===== src/rtl/bosd_pkg.sv =====
// shared types, opcodes and constants of the bind opcode stream decoder
package bosd_pkg;

    // width of stream positions and name lengths, wraps at this size
    localparam int PositionBits = 32;

    // output queue: must hold the two results one byte can produce
    localparam int QueuePtrBits = 2;
    localparam int QueueDepth   = 1 << QueuePtrBits;

    localparam logic [63:0] PointerSize = 64'd8;

    typedef enum logic [2:0] {
        PH_OPCODE,
        PH_ULEB,
        PH_SLEB,
        PH_NAME,
        PH_COUNT,
        PH_SKIP
    } phase_t;

    typedef enum logic [2:0] {
        MS_IDLE,
        MS_LL,
        MS_LH,
        MS_HL,
        MS_FIN
    } mul_step_t;

    localparam logic [3:0] OP_NOP             = 4'h0;
    localparam logic [3:0] OP_SET_ORD_IMM     = 4'h1;
    localparam logic [3:0] OP_SET_ORD_ULEB    = 4'h2;
    localparam logic [3:0] OP_SET_ORD_SPECIAL = 4'h3;
    localparam logic [3:0] OP_SET_SYMBOL      = 4'h4;
    localparam logic [3:0] OP_SET_TYPE        = 4'h5;
    localparam logic [3:0] OP_SET_ADDEND      = 4'h6;
    localparam logic [3:0] OP_SET_SEG_OFF     = 4'h7;
    localparam logic [3:0] OP_ADD_OFF         = 4'h8;
    localparam logic [3:0] OP_BIND            = 4'h9;
    localparam logic [3:0] OP_BIND_ADD_ULEB   = 4'hA;
    localparam logic [3:0] OP_BIND_ADD_SCALED = 4'hB;
    localparam logic [3:0] OP_BIND_REPEAT     = 4'hC;

    localparam logic [1:0] KIND_BIND = 2'd0;
    localparam logic [1:0] KIND_DONE = 2'd1;
    localparam logic [1:0] KIND_BAD  = 2'd2;

    typedef struct packed {
        logic [1:0]         kind;
        logic [3:0]         segment;
        logic [63:0]        segment_offset;
        logic signed [31:0] library_ordinal;
        logic [3:0]         bind_type;
        logic signed [63:0] addend;
        logic [3:0]         symbol_flags;
        logic [31:0]        symbol_start;
        logic [31:0]        symbol_length;
        logic [63:0]        repeat_count;
        logic [63:0]        stride;
    } rec_t;

    typedef struct packed {
        logic push_a;
        logic push_b;
    } push_t;

endpackage


===== src/rtl/bosd_core.sv =====
// opcode parser, binding state and repeat offset multiplier
module bosd_core (
    input  logic            clk,
    input  logic            rst_n,
    input  logic            accept,
    input  logic [7:0]      stream_byte,
    input  logic            stream_last,
    output logic            busy,
    output bosd_pkg::push_t  push,
    output bosd_pkg::rec_t   rec_a,
    output bosd_pkg::rec_t   rec_b
);

    localparam int PB = bosd_pkg::PositionBits;

    bosd_pkg::phase_t    phase_reg, phase_next;
    bosd_pkg::mul_step_t step_reg, step_next;

    logic [3:0]    op_reg, op_next;
    logic [3:0]    imm_reg, imm_next;
    logic [63:0]   acc_reg, acc_next;
    logic [6:0]    shift_reg, shift_next;
    logic [63:0]   count_reg, count_next;
    logic [31:0]   ordinal_reg, ordinal_next;
    logic [3:0]    type_reg, type_next;
    logic [63:0]   addend_reg, addend_next;
    logic [3:0]    flags_reg, flags_next;
    logic [3:0]    segment_reg, segment_next;
    logic [63:0]   offset_reg, offset_next;
    logic [PB-1:0] name_start_reg, name_start_next;
    logic [PB-1:0] name_len_reg, name_len_next;
    logic [PB-1:0] pos_reg, pos_next;
    logic          failed_reg, failed_next;

    logic [63:0]   mul_a_reg, mul_b_reg, prod_reg;
    logic [63:0]   prod_next;
    logic [31:0]   mul_x, mul_y;
    logic [63:0]   mul_inc;
    logic          mul_start;

    logic [3:0]    opc, imm;
    logic [63:0]   acc_or;
    logic [6:0]    shift_add;
    logic [63:0]   skip_stride;
    logic [63:0]   off_base, off_inc;
    logic          rec_valid;
    logic [63:0]   rec_count, rec_stride;
    bosd_pkg::rec_t bind_rec, status_rec;

    assign opc         = stream_byte[7:4];
    assign imm         = stream_byte[3:0];
    assign acc_or      = acc_reg | ({57'd0, stream_byte[6:0]} << shift_reg[5:0]);
    assign shift_add   = shift_reg + 7'd7;
    assign skip_stride = bosd_pkg::PointerSize + acc_or;
    assign busy        = (step_reg != bosd_pkg::MS_IDLE);

    // multiplier sequencer: next step
    always_comb
    begin
        case (step_reg)
            bosd_pkg::MS_IDLE: step_next = mul_start ? bosd_pkg::MS_LL : bosd_pkg::MS_IDLE;
            bosd_pkg::MS_LL:   step_next = bosd_pkg::MS_LH;
            bosd_pkg::MS_LH:   step_next = bosd_pkg::MS_HL;
            bosd_pkg::MS_HL:   step_next = bosd_pkg::MS_FIN;
            bosd_pkg::MS_FIN:  step_next = bosd_pkg::MS_IDLE;
            default:           step_next = bosd_pkg::MS_IDLE;
        endcase
    end

    // multiplier sequencer: operand select and offset increment
    always_comb
    begin
        mul_x   = '0;
        mul_y   = '0;
        mul_inc = '0;
        case (step_reg)
            bosd_pkg::MS_LL:
            begin
                mul_x = mul_a_reg[31:0];
                mul_y = mul_b_reg[31:0];
            end
            bosd_pkg::MS_LH:
            begin
                mul_x   = mul_a_reg[31:0];
                mul_y   = mul_b_reg[63:32];
                mul_inc = prod_reg;
            end
            bosd_pkg::MS_HL:
            begin
                mul_x   = mul_a_reg[63:32];
                mul_y   = mul_b_reg[31:0];
                mul_inc = {prod_reg[31:0], 32'd0};
            end
            bosd_pkg::MS_FIN:
            begin
                mul_inc = {prod_reg[31:0], 32'd0};
            end
            default:
            begin
                mul_inc = '0;
            end
        endcase
        prod_next = {32'd0, mul_x} * {32'd0, mul_y};
    end

    // byte processing
    always_comb
    begin
        phase_next      = phase_reg;
        op_next         = op_reg;
        imm_next        = imm_reg;
        acc_next        = acc_reg;
        shift_next      = shift_reg;
        count_next      = count_reg;
        ordinal_next    = ordinal_reg;
        type_next       = type_reg;
        addend_next     = addend_reg;
        flags_next      = flags_reg;
        segment_next    = segment_reg;
        name_start_next = name_start_reg;
        name_len_next   = name_len_reg;
        pos_next        = pos_reg;
        failed_next     = failed_reg;
        off_base        = offset_reg;
        off_inc         = mul_inc;
        rec_valid       = 1'b0;
        rec_count       = 64'd1;
        rec_stride      = bosd_pkg::PointerSize;
        mul_start       = 1'b0;

        if (accept)
        begin
            pos_next = pos_reg + 1'b1;
            if (!failed_reg)
            begin
                case (phase_reg)
                    bosd_pkg::PH_OPCODE:
                    begin
                        op_next  = opc;
                        imm_next = imm;
                        acc_next   = '0;
                        shift_next = '0;
                        case (opc)
                            bosd_pkg::OP_NOP: ;
                            bosd_pkg::OP_SET_ORD_IMM: ordinal_next = {28'd0, imm};
                            bosd_pkg::OP_SET_ORD_ULEB: phase_next = bosd_pkg::PH_ULEB;
                            bosd_pkg::OP_SET_ORD_SPECIAL:
                                ordinal_next = (imm == 4'd0) ? 32'd0 : {28'hfffffff, imm};
                            bosd_pkg::OP_SET_SYMBOL:
                            begin
                                flags_next      = imm;
                                name_start_next = pos_reg + 1'b1;
                                name_len_next   = '0;
                                phase_next      = bosd_pkg::PH_NAME;
                            end
                            bosd_pkg::OP_SET_TYPE: type_next = imm;
                            bosd_pkg::OP_SET_ADDEND: phase_next = bosd_pkg::PH_SLEB;
                            bosd_pkg::OP_SET_SEG_OFF: phase_next = bosd_pkg::PH_ULEB;
                            bosd_pkg::OP_ADD_OFF: phase_next = bosd_pkg::PH_ULEB;
                            bosd_pkg::OP_BIND:
                            begin
                                rec_valid = 1'b1;
                                off_inc   = bosd_pkg::PointerSize;
                            end
                            bosd_pkg::OP_BIND_ADD_ULEB:
                            begin
                                rec_valid  = 1'b1;
                                phase_next = bosd_pkg::PH_ULEB;
                            end
                            bosd_pkg::OP_BIND_ADD_SCALED:
                            begin
                                rec_valid = 1'b1;
                                off_inc   = bosd_pkg::PointerSize + {57'd0, imm, 3'd0};
                            end
                            bosd_pkg::OP_BIND_REPEAT: phase_next = bosd_pkg::PH_COUNT;
                            default: failed_next = 1'b1;
                        endcase
                    end
                    bosd_pkg::PH_ULEB:
                    begin
                        acc_next = acc_or;
                        if (!stream_byte[7])
                        begin
                            phase_next = bosd_pkg::PH_OPCODE;
                            case (op_reg)
                                bosd_pkg::OP_SET_ORD_ULEB: ordinal_next = acc_or[31:0];
                                bosd_pkg::OP_SET_SEG_OFF:
                                begin
                                    segment_next = imm_reg;
                                    off_base     = '0;
                                    off_inc      = acc_or;
                                end
                                bosd_pkg::OP_ADD_OFF: off_inc = acc_or;
                                default: off_inc = bosd_pkg::PointerSize + acc_or;
                            endcase
                        end
                        else
                        begin
                            shift_next = shift_add;
                            if (shift_add[6])
                            begin
                                failed_next = 1'b1;
                            end
                        end
                    end
                    bosd_pkg::PH_SLEB:
                    begin
                        shift_next = shift_add;
                        if (!stream_byte[7])
                        begin
                            // sign fill above the last group when it fits
                            if (!shift_add[6] && stream_byte[6])
                            begin
                                acc_next = acc_or | ({64{1'b1}} << shift_add[5:0]);
                            end
                            else
                            begin
                                acc_next = acc_or;
                            end
                            addend_next = acc_next;
                            phase_next  = bosd_pkg::PH_OPCODE;
                        end
                        else
                        begin
                            acc_next = acc_or;
                            if (shift_add[6])
                            begin
                                failed_next = 1'b1;
                            end
                        end
                    end
                    bosd_pkg::PH_NAME:
                    begin
                        if (stream_byte == 8'd0)
                        begin
                            phase_next = bosd_pkg::PH_OPCODE;
                        end
                        else
                        begin
                            name_len_next = name_len_reg + 1'b1;
                        end
                    end
                    bosd_pkg::PH_COUNT:
                    begin
                        acc_next = acc_or;
                        if (!stream_byte[7])
                        begin
                            count_next = acc_or;
                            acc_next   = '0;
                            shift_next = '0;
                            phase_next = bosd_pkg::PH_SKIP;
                        end
                        else
                        begin
                            shift_next = shift_add;
                            if (shift_add[6])
                            begin
                                failed_next = 1'b1;
                            end
                        end
                    end
                    bosd_pkg::PH_SKIP:
                    begin
                        acc_next = acc_or;
                        if (!stream_byte[7])
                        begin
                            phase_next = bosd_pkg::PH_OPCODE;
                            rec_count  = count_reg;
                            rec_stride = skip_stride;
                            if (count_reg != 64'd0)
                            begin
                                rec_valid = 1'b1;
                                mul_start = !stream_last;
                            end
                        end
                        else
                        begin
                            shift_next = shift_add;
                            if (shift_add[6])
                            begin
                                failed_next = 1'b1;
                            end
                        end
                    end
                    default: failed_next = 1'b1;
                endcase
            end
        end

        offset_next = off_base + off_inc;

        // status record from the state this byte leaves behind
        status_rec      = '0;
        status_rec.kind = (failed_next || (phase_next != bosd_pkg::PH_OPCODE)) ?
                          bosd_pkg::KIND_BAD : bosd_pkg::KIND_DONE;

        if (accept && stream_last)
        begin
            phase_next      = bosd_pkg::PH_OPCODE;
            op_next         = '0;
            imm_next        = '0;
            acc_next        = '0;
            shift_next      = '0;
            count_next      = '0;
            ordinal_next    = '0;
            type_next       = 4'd1;
            addend_next     = '0;
            flags_next      = '0;
            segment_next    = '0;
            offset_next     = '0;
            name_start_next = '0;
            name_len_next   = '0;
            pos_next        = '0;
            failed_next     = 1'b0;
        end
    end

    always_comb
    begin
        bind_rec.kind            = bosd_pkg::KIND_BIND;
        bind_rec.segment         = segment_reg;
        bind_rec.segment_offset  = offset_reg;
        bind_rec.library_ordinal = ordinal_reg;
        bind_rec.bind_type       = type_reg;
        bind_rec.addend          = addend_reg;
        bind_rec.symbol_flags    = flags_reg;
        bind_rec.symbol_start    = 32'(name_start_reg);
        bind_rec.symbol_length   = 32'(name_len_reg);
        bind_rec.repeat_count    = rec_count;
        bind_rec.stride          = rec_stride;

        push.push_a = accept && (rec_valid || stream_last);
        push.push_b = accept && rec_valid && stream_last;
        rec_a       = rec_valid ? bind_rec : status_rec;
        rec_b       = status_rec;
    end

    always_ff @(posedge clk or negedge rst_n)
    begin
        if (!rst_n)
        begin
            phase_reg      <= bosd_pkg::PH_OPCODE;
            step_reg       <= bosd_pkg::MS_IDLE;
            op_reg         <= '0;
            imm_reg        <= '0;
            acc_reg        <= '0;
            shift_reg      <= '0;
            count_reg      <= '0;
            ordinal_reg    <= '0;
            type_reg       <= 4'd1;
            addend_reg     <= '0;
            flags_reg      <= '0;
            segment_reg    <= '0;
            offset_reg     <= '0;
            name_start_reg <= '0;
            name_len_reg   <= '0;
            pos_reg        <= '0;
            failed_reg     <= 1'b0;
        end
        else
        begin
            phase_reg      <= phase_next;
            step_reg       <= step_next;
            op_reg         <= op_next;
            imm_reg        <= imm_next;
            acc_reg        <= acc_next;
            shift_reg      <= shift_next;
            count_reg      <= count_next;
            ordinal_reg    <= ordinal_next;
            type_reg       <= type_next;
            addend_reg     <= addend_next;
            flags_reg      <= flags_next;
            segment_reg    <= segment_next;
            offset_reg     <= offset_next;
            name_start_reg <= name_start_next;
            name_len_reg   <= name_len_next;
            pos_reg        <= pos_next;
            failed_reg     <= failed_next;
        end
    end

    always_ff @(posedge clk)
    begin
        if (mul_start)
        begin
            mul_a_reg <= count_reg;
            mul_b_reg <= skip_stride;
        end
        prod_reg <= prod_next;
    end

endmodule


===== config.mk =====
export PLATFORM = sky130hd
export DESIGN_NAME = bosd_core
export DESIGN_NICKNAME = d
export VERILOG_FILES = /design/src/rtl/bosd_pkg.sv /design/src/rtl/bosd_core.sv
export SDC_FILE = /design/constraint.sdc
export NUM_CORES = 2
export LEC_CHECK = 0
export ABC_AREA = 0
export BUFFER_PORTS_ARGS = -buffer_cell sky130_fd_sc_hd__buf_2
export CORE_MARGIN = 2
export CORE_UTILIZATION = 50
export CTS_CLUSTER_DIAMETER = 30
export DETAILED_ROUTE_END_ITERATION = 10
export GPL_TIMING_DRIVEN = 0
export PLACE_DENSITY = 0.7
export SLEW_MARGIN = 20
export SYNTH_ARGS = -nofsm -noshare
export SYNTH_HDL_FRONTEND = slang
export SYNTH_SLANG_ARGS = --single-unit

===== constraint.sdc =====
create_clock -name clk -period 25.4 [get_ports clk]
set_input_delay 5.08 -clock clk [delete_from_list [all_inputs] [get_ports clk]]
set_output_delay 5.08 -clock clk [all_outputs]
set_load 0.05 [all_outputs]

# Word-level counts from Yosys, hierarchy flattened
# Index checks and enable logic that the tools add are counted.
[word_totals]
regBits = 610
in_bits = 12
output_inout_bits = 735
word_cells = 232
[op_classes]
add_sub_neg = 6
mul = 1
eq_ne = 32
n_shift = 2
muxes = 121
bitwise = 2
reduce_logical = 48
[op_table]
columns = ["cell", "count"]
rows = [
  ["two-way mux 64 bit", 33],
  ["two-way mux 32 bit", 18],
  ["case mux 64 bit (2 select lines)", 4],
  ["two-way mux 366 bit", 1],
  ["case mux 32 bit (2 select lines)", 5],
  ["case mux 64 bit (4 select lines)", 1],
  ["OR 64 bit", 2],
  ["two-way mux 4 bit", 24],
  ["adder 32 x 1 -> 32 bit (second input constant)", 2],
  ["adder 4 x 64 -> 64 bit (first input constant)", 1],
  ["adder 64 bit", 1],
  ["multiplier 32 x 32 -> 64 bit", 1],
  ["nonzero test 64 bit", 1],
  ["<< shifter 64 x 6 -> 64 bit (first input constant)", 1],
  ["<< shifter 7 x 6 -> 64 bit", 1],
  ["case mux 3 bit (4 select lines)", 3],
  ["two-way mux 7 bit", 5],
  ["case mux 7 bit (4 select lines)", 1],
  ["equality test 4 bit (second input constant)", 6],
  ["equality test 4 x 3 -> 1 bit (second input constant)", 5],
  ["AND reduction 4 bit", 5],
  ["two-way mux 3 bit", 6],
  ["two-way mux 1 bit", 17],
  ["nonzero test 2 bit", 8],
  ["other kinds (30)", 60],
]

# Longest topological paths before layout
[logic_depth]
ltp_word = 10
depth_mapped = 35
mapped_depth_nobuf = 31

# Worst setup path after synthesis
# No wires, ideal clock.
[synth_timing]
kind = "input to output"
start = "in stream_byte[6]"
end = "out rec_a[61] (netlist bit)"
arrival_ps = 8611
required_ps = 20320
slack_ps = 11709
cell_stages = 11
cell_sequence = "clkbuf_1 -> mux2i_1 -> o32ai_1 -> a221oi_2 -> or4_1 -> or4b_4 -> or2_2 -> nor3_2 -> nand3_1 -> xnor2_1 -> nor2_1"
[synth_rtl]
columns = ["element", "line_no", "text"]
rows = [
  ["start: declaration", "bosd_core.sv:6", "input logic [7:0] stream_byte,"],
  ["end: declaration", "bosd_core.sv:10", "output bosd_pkg::rec_t rec_a,"],
]

==> impl_metrics.csv <==
group,metric,value,unit
synth,ys_ff_latch,610,
final_layout,area_delta_synth_final,15.5,%
setup_path,r2r-end,"prod_reg[60]$_DFF_P_",
clock_tree,postCtsSetupRepairBufs,0,
sta,hold_ws,0.470,ns
min_path,holdPathEnd,"addend_reg[35]$_DFFE_PN0P_",
setup_path,critPathCaptureType,"primary output",
place,gp_routability_congestion,1.14,
synth,synth_cells,7918,
detailed_routing,post_drt_wl_per_cell,32.1,um
setup_path,critical_path_required,20.32,ns
global_route,busiest_layer,"met2",
setup_path,r2r_slack,12.74,ns
floorplan,ioPinCount,747,
global_route,grt_max_degree,101,
detailed_routing,dr.pass1.iters,9,
final_layout,layout.nets,10100,
final_layout,multi_input_area,47800,um2
clock_tree,clkSinkCount,610,
global_route,grt_use_met3,17.2,%
setup_path,cp_cell_sequence,"buf_2, clkbuf_1, nor4bb_1, a21oi_1, nor2_1, nor2_2, inv_1, ha_1, nand3_1, nor3_1, nand2_1, nor3_2, nand3_1, xor2_1, and2_1, buf_2",
floorplan,initial_core_util,50.5,%
sta,period_share,63.6,%
clock_tree,htreeDepth,3,
final_layout,layout-drive-gt1-share,13.3,%
detailed_routing,antenna_left,0,
floorplan,core,138000,um2
synth,ys.flop_type,"dfrtp_1",
global_route,grt_pass1_vias,64600,
synth,ys_types,91,
final_layout,final_area,80400,um2
setup_path,cp-start-kind,"input pin",
global_route,grt_first_pass_wirelength,482,mm
sta,slew_violations,0,
synth,synth_edf_count,128,
sta,fin_setup_tns,0,ns
detailed_routing,drt-vias-per-instance,6.12,
sta,rsz0062_at_grt,"no",
detailed_routing,vias,65900,
place,postPlaceCellArea,76400,um2
sta,slew_headroom,9.53,%
place,dpl.hpwl,276,mm
clock_tree,insertion_delay,0.75,ns
clock_tree,clkTransAtPathRegs,0.05,ns
sta,worstMarginPinSlew,1.36,ns
synth,syn_area,69600,um2
floorplan,chipHeight,377,um
sta,hold_viol,0,
final_layout,fin_cells,10800,
setup_path,arrival,11.07,ns
global_route,grt_use_met2,71.5,%
global_route,grt_use_total,48.5,%
place,dp_cells,10500,
setup_path,slowest_delay,1.01,ns
synth,ys_seq_area_share,22.4,%
clock_tree,cts_resized,0,
sta,setup_viol_count_final,0,
setup_path,timing.rr.start,"step_reg[0]$_DFF_PN0_",
setup_path,cp_slowest_cell,"xor2_1",
final_layout,seq_area,15600,um2
clock_tree,postCtsHoldBufs,0,
clock_tree,cts_tree,"yes",
synth,synthArstFlopShare,68.5,%
sta,finalClockSkew,0.0838,ns
global_route,met1_usage,55.6,%
setup_path,cp_top_family,"simple AND/OR/NAND/NOR gates",
min_path,hp-class,"reg -> reg",
clock_tree,cts_buffers,107,
outcome,status,"finished, final reports clean",
detailed_routing,drt_iter0_drc,8855,
final_layout,n_fill_cell,12600,
synth,synth.avg_cell_area,8.79,um2
floorplan,die_w,377,um
setup_path,worstSetupPathType,"in -> out",
sta,post-route-min-period,16.15,ns
sta,max_clock_freq,61.9,MHz
clock_tree,ctsRootBufferMaster,"clkbuf_16",
setup_path,cp_max_fo,10,
place,io_buffers,379,
min_path,holdCritStartpoint,"addend_reg[35]$_DFFE_PN0P_",
floorplan,dieArea,142000,um2
detailed_routing,drc,0,
setup_path,rr_worst_depth,31,
global_route,antenna_found_initial,39,
synth,synth-warning-count,0,
min_path,holdPathStages,2,
clock_tree,clock_path_buffers,3,
setup_path,worst-path-buf-inv,4,
flow_run,cap_viol_max_count,0,
global_route,grt-ovfl-total,0,
detailed_routing,wirelength,345,mm
floorplan,rows,136,
==> worst max path at each step <==
stage	startpoint	to	slack, ns	depth (start not counted)
after floorplan	stream_byte[6]	rec_a[61]	11.71	11
after global placement	stream_byte[0]	rec_a[46]	9.22	13
after detailed placement	stream_byte[0]	rec_a[49]	9.52	14
after CTS	stream_byte[0]	rec_a[49]	9.51	14
after global routing	stream_byte[0]	rec_a[49]	9.35	16
final	stream_byte[0]	rec_a[51]	9.25	16
==> per-stage QoR <==
step                utilization [%]  setup WS [ns]
finish                         58.3           9.25
global placement               54.5           9.22
global route                   58.3           9.35
CTS                            58.1           9.51
floorplan                         -          11.71
detailed placement             55.5           9.52
==> cell usage in the layout (no fill, tap or decap), types with 28 or more instances in the layout <==
cell       netlist  final
clkbuf_1       422    394
o21ai_0        283    283
a21o_1         135    135
a21oi_1        402    372
and2_1         435    435
xnor2_1        130    128
dfxtp_1         64     64
nor2b_1         39     39
a21oi_2          0     28
o21a_1          35     35
inv_1          934    934
fa_1           897    897
o22ai_1         87     87
xor2_1          97     96
nor2_1         889    886
nand3_1         99     99
diode_2          0     30
nor3_1          56     55
nand2_1        831    831
nand2b_1        33     33
edfxtp_1       128    128
buf_6            2     38
dfrtp_1        417    417
a22oi_1        113     87
a31oi_1         45     37
ha_1           335    335
buf_2           10    396
and3_1          33     33
clkbuf_16        0    107
conb_1           1    364
a22o_1         115    114
nor4_1          42     40
nand4_1         35     35
a211oi_1        31     30
buf_4          367    379
clkbuf_2         0     37
==> worst min-delay path, delay by kind of cell, from the launching register on <==
kind	cells	cell delay (ns)
simple gates	2	0.10
flops	1	0.34
==> synthesized netlist by cell type (128+ instances only) <==
library cell | instances | area share, %
o21ai_0 | 283 | 2.0
and2_1 | 435 | 3.9
clkbuf_1 | 422 | 2.3
inv_1 | 934 | 5.0
xnor2_1 | 130 | 1.6
a21o_1 | 135 | 1.5
nand2_1 | 831 | 4.5
nor2_1 | 889 | 4.8
a21oi_1 | 402 | 2.9
fa_1 | 897 | 26
dfrtp_1 | 417 | 15
ha_1 | 335 | 6.0
edfxtp_1 | 128 | 5.5
buf_4 | 367 | 4.0
==> kinds of logic (layout without fill, tap and decap cells) <==
group	after synthesis	count (layout)	synth area share, %
mux	42	42	0.728
other cells	1	394	0.00539
simple gates	2600	2600	17.2
xor+xnor	227	227	2.86
buf+inv	1759	2419	11.5
fa+ha+maj	1232	1232	31.8
flops	610	610	22.4
compound gates	1447	1447	13.5
==> layout make-up <==
class / count / area share [%]
Multi-Input combinational cell: 5912 / 59.5
Buffer: 824 / 5.65
Inverter: 935 / 4.37
Timing Repair Buffer: 460 / 3.60
Clock buffer: 124 / 3.52
Antenna cell: 30 / 0.0934
Sequential cell: 610 / 19.4
Clock inverter: 76 / 1.10
Tap cell: 1794 / 2.79
==> routing by layer <==
| layer | up-vias | share of wire (%) |
|---|---|---|
| li1 | 27000 | - |
| met1 | 32500 | 34 |
| met2 | 4772 | 43 |
| met3 | 1614 | 12 |
| met4 | 24 | 11 |
| met5 | - | 0.046 |
Power is left out: the tool's default activity adds up to more than one toggle a clock period on the data nets, which glitch-free logic cannot reach.
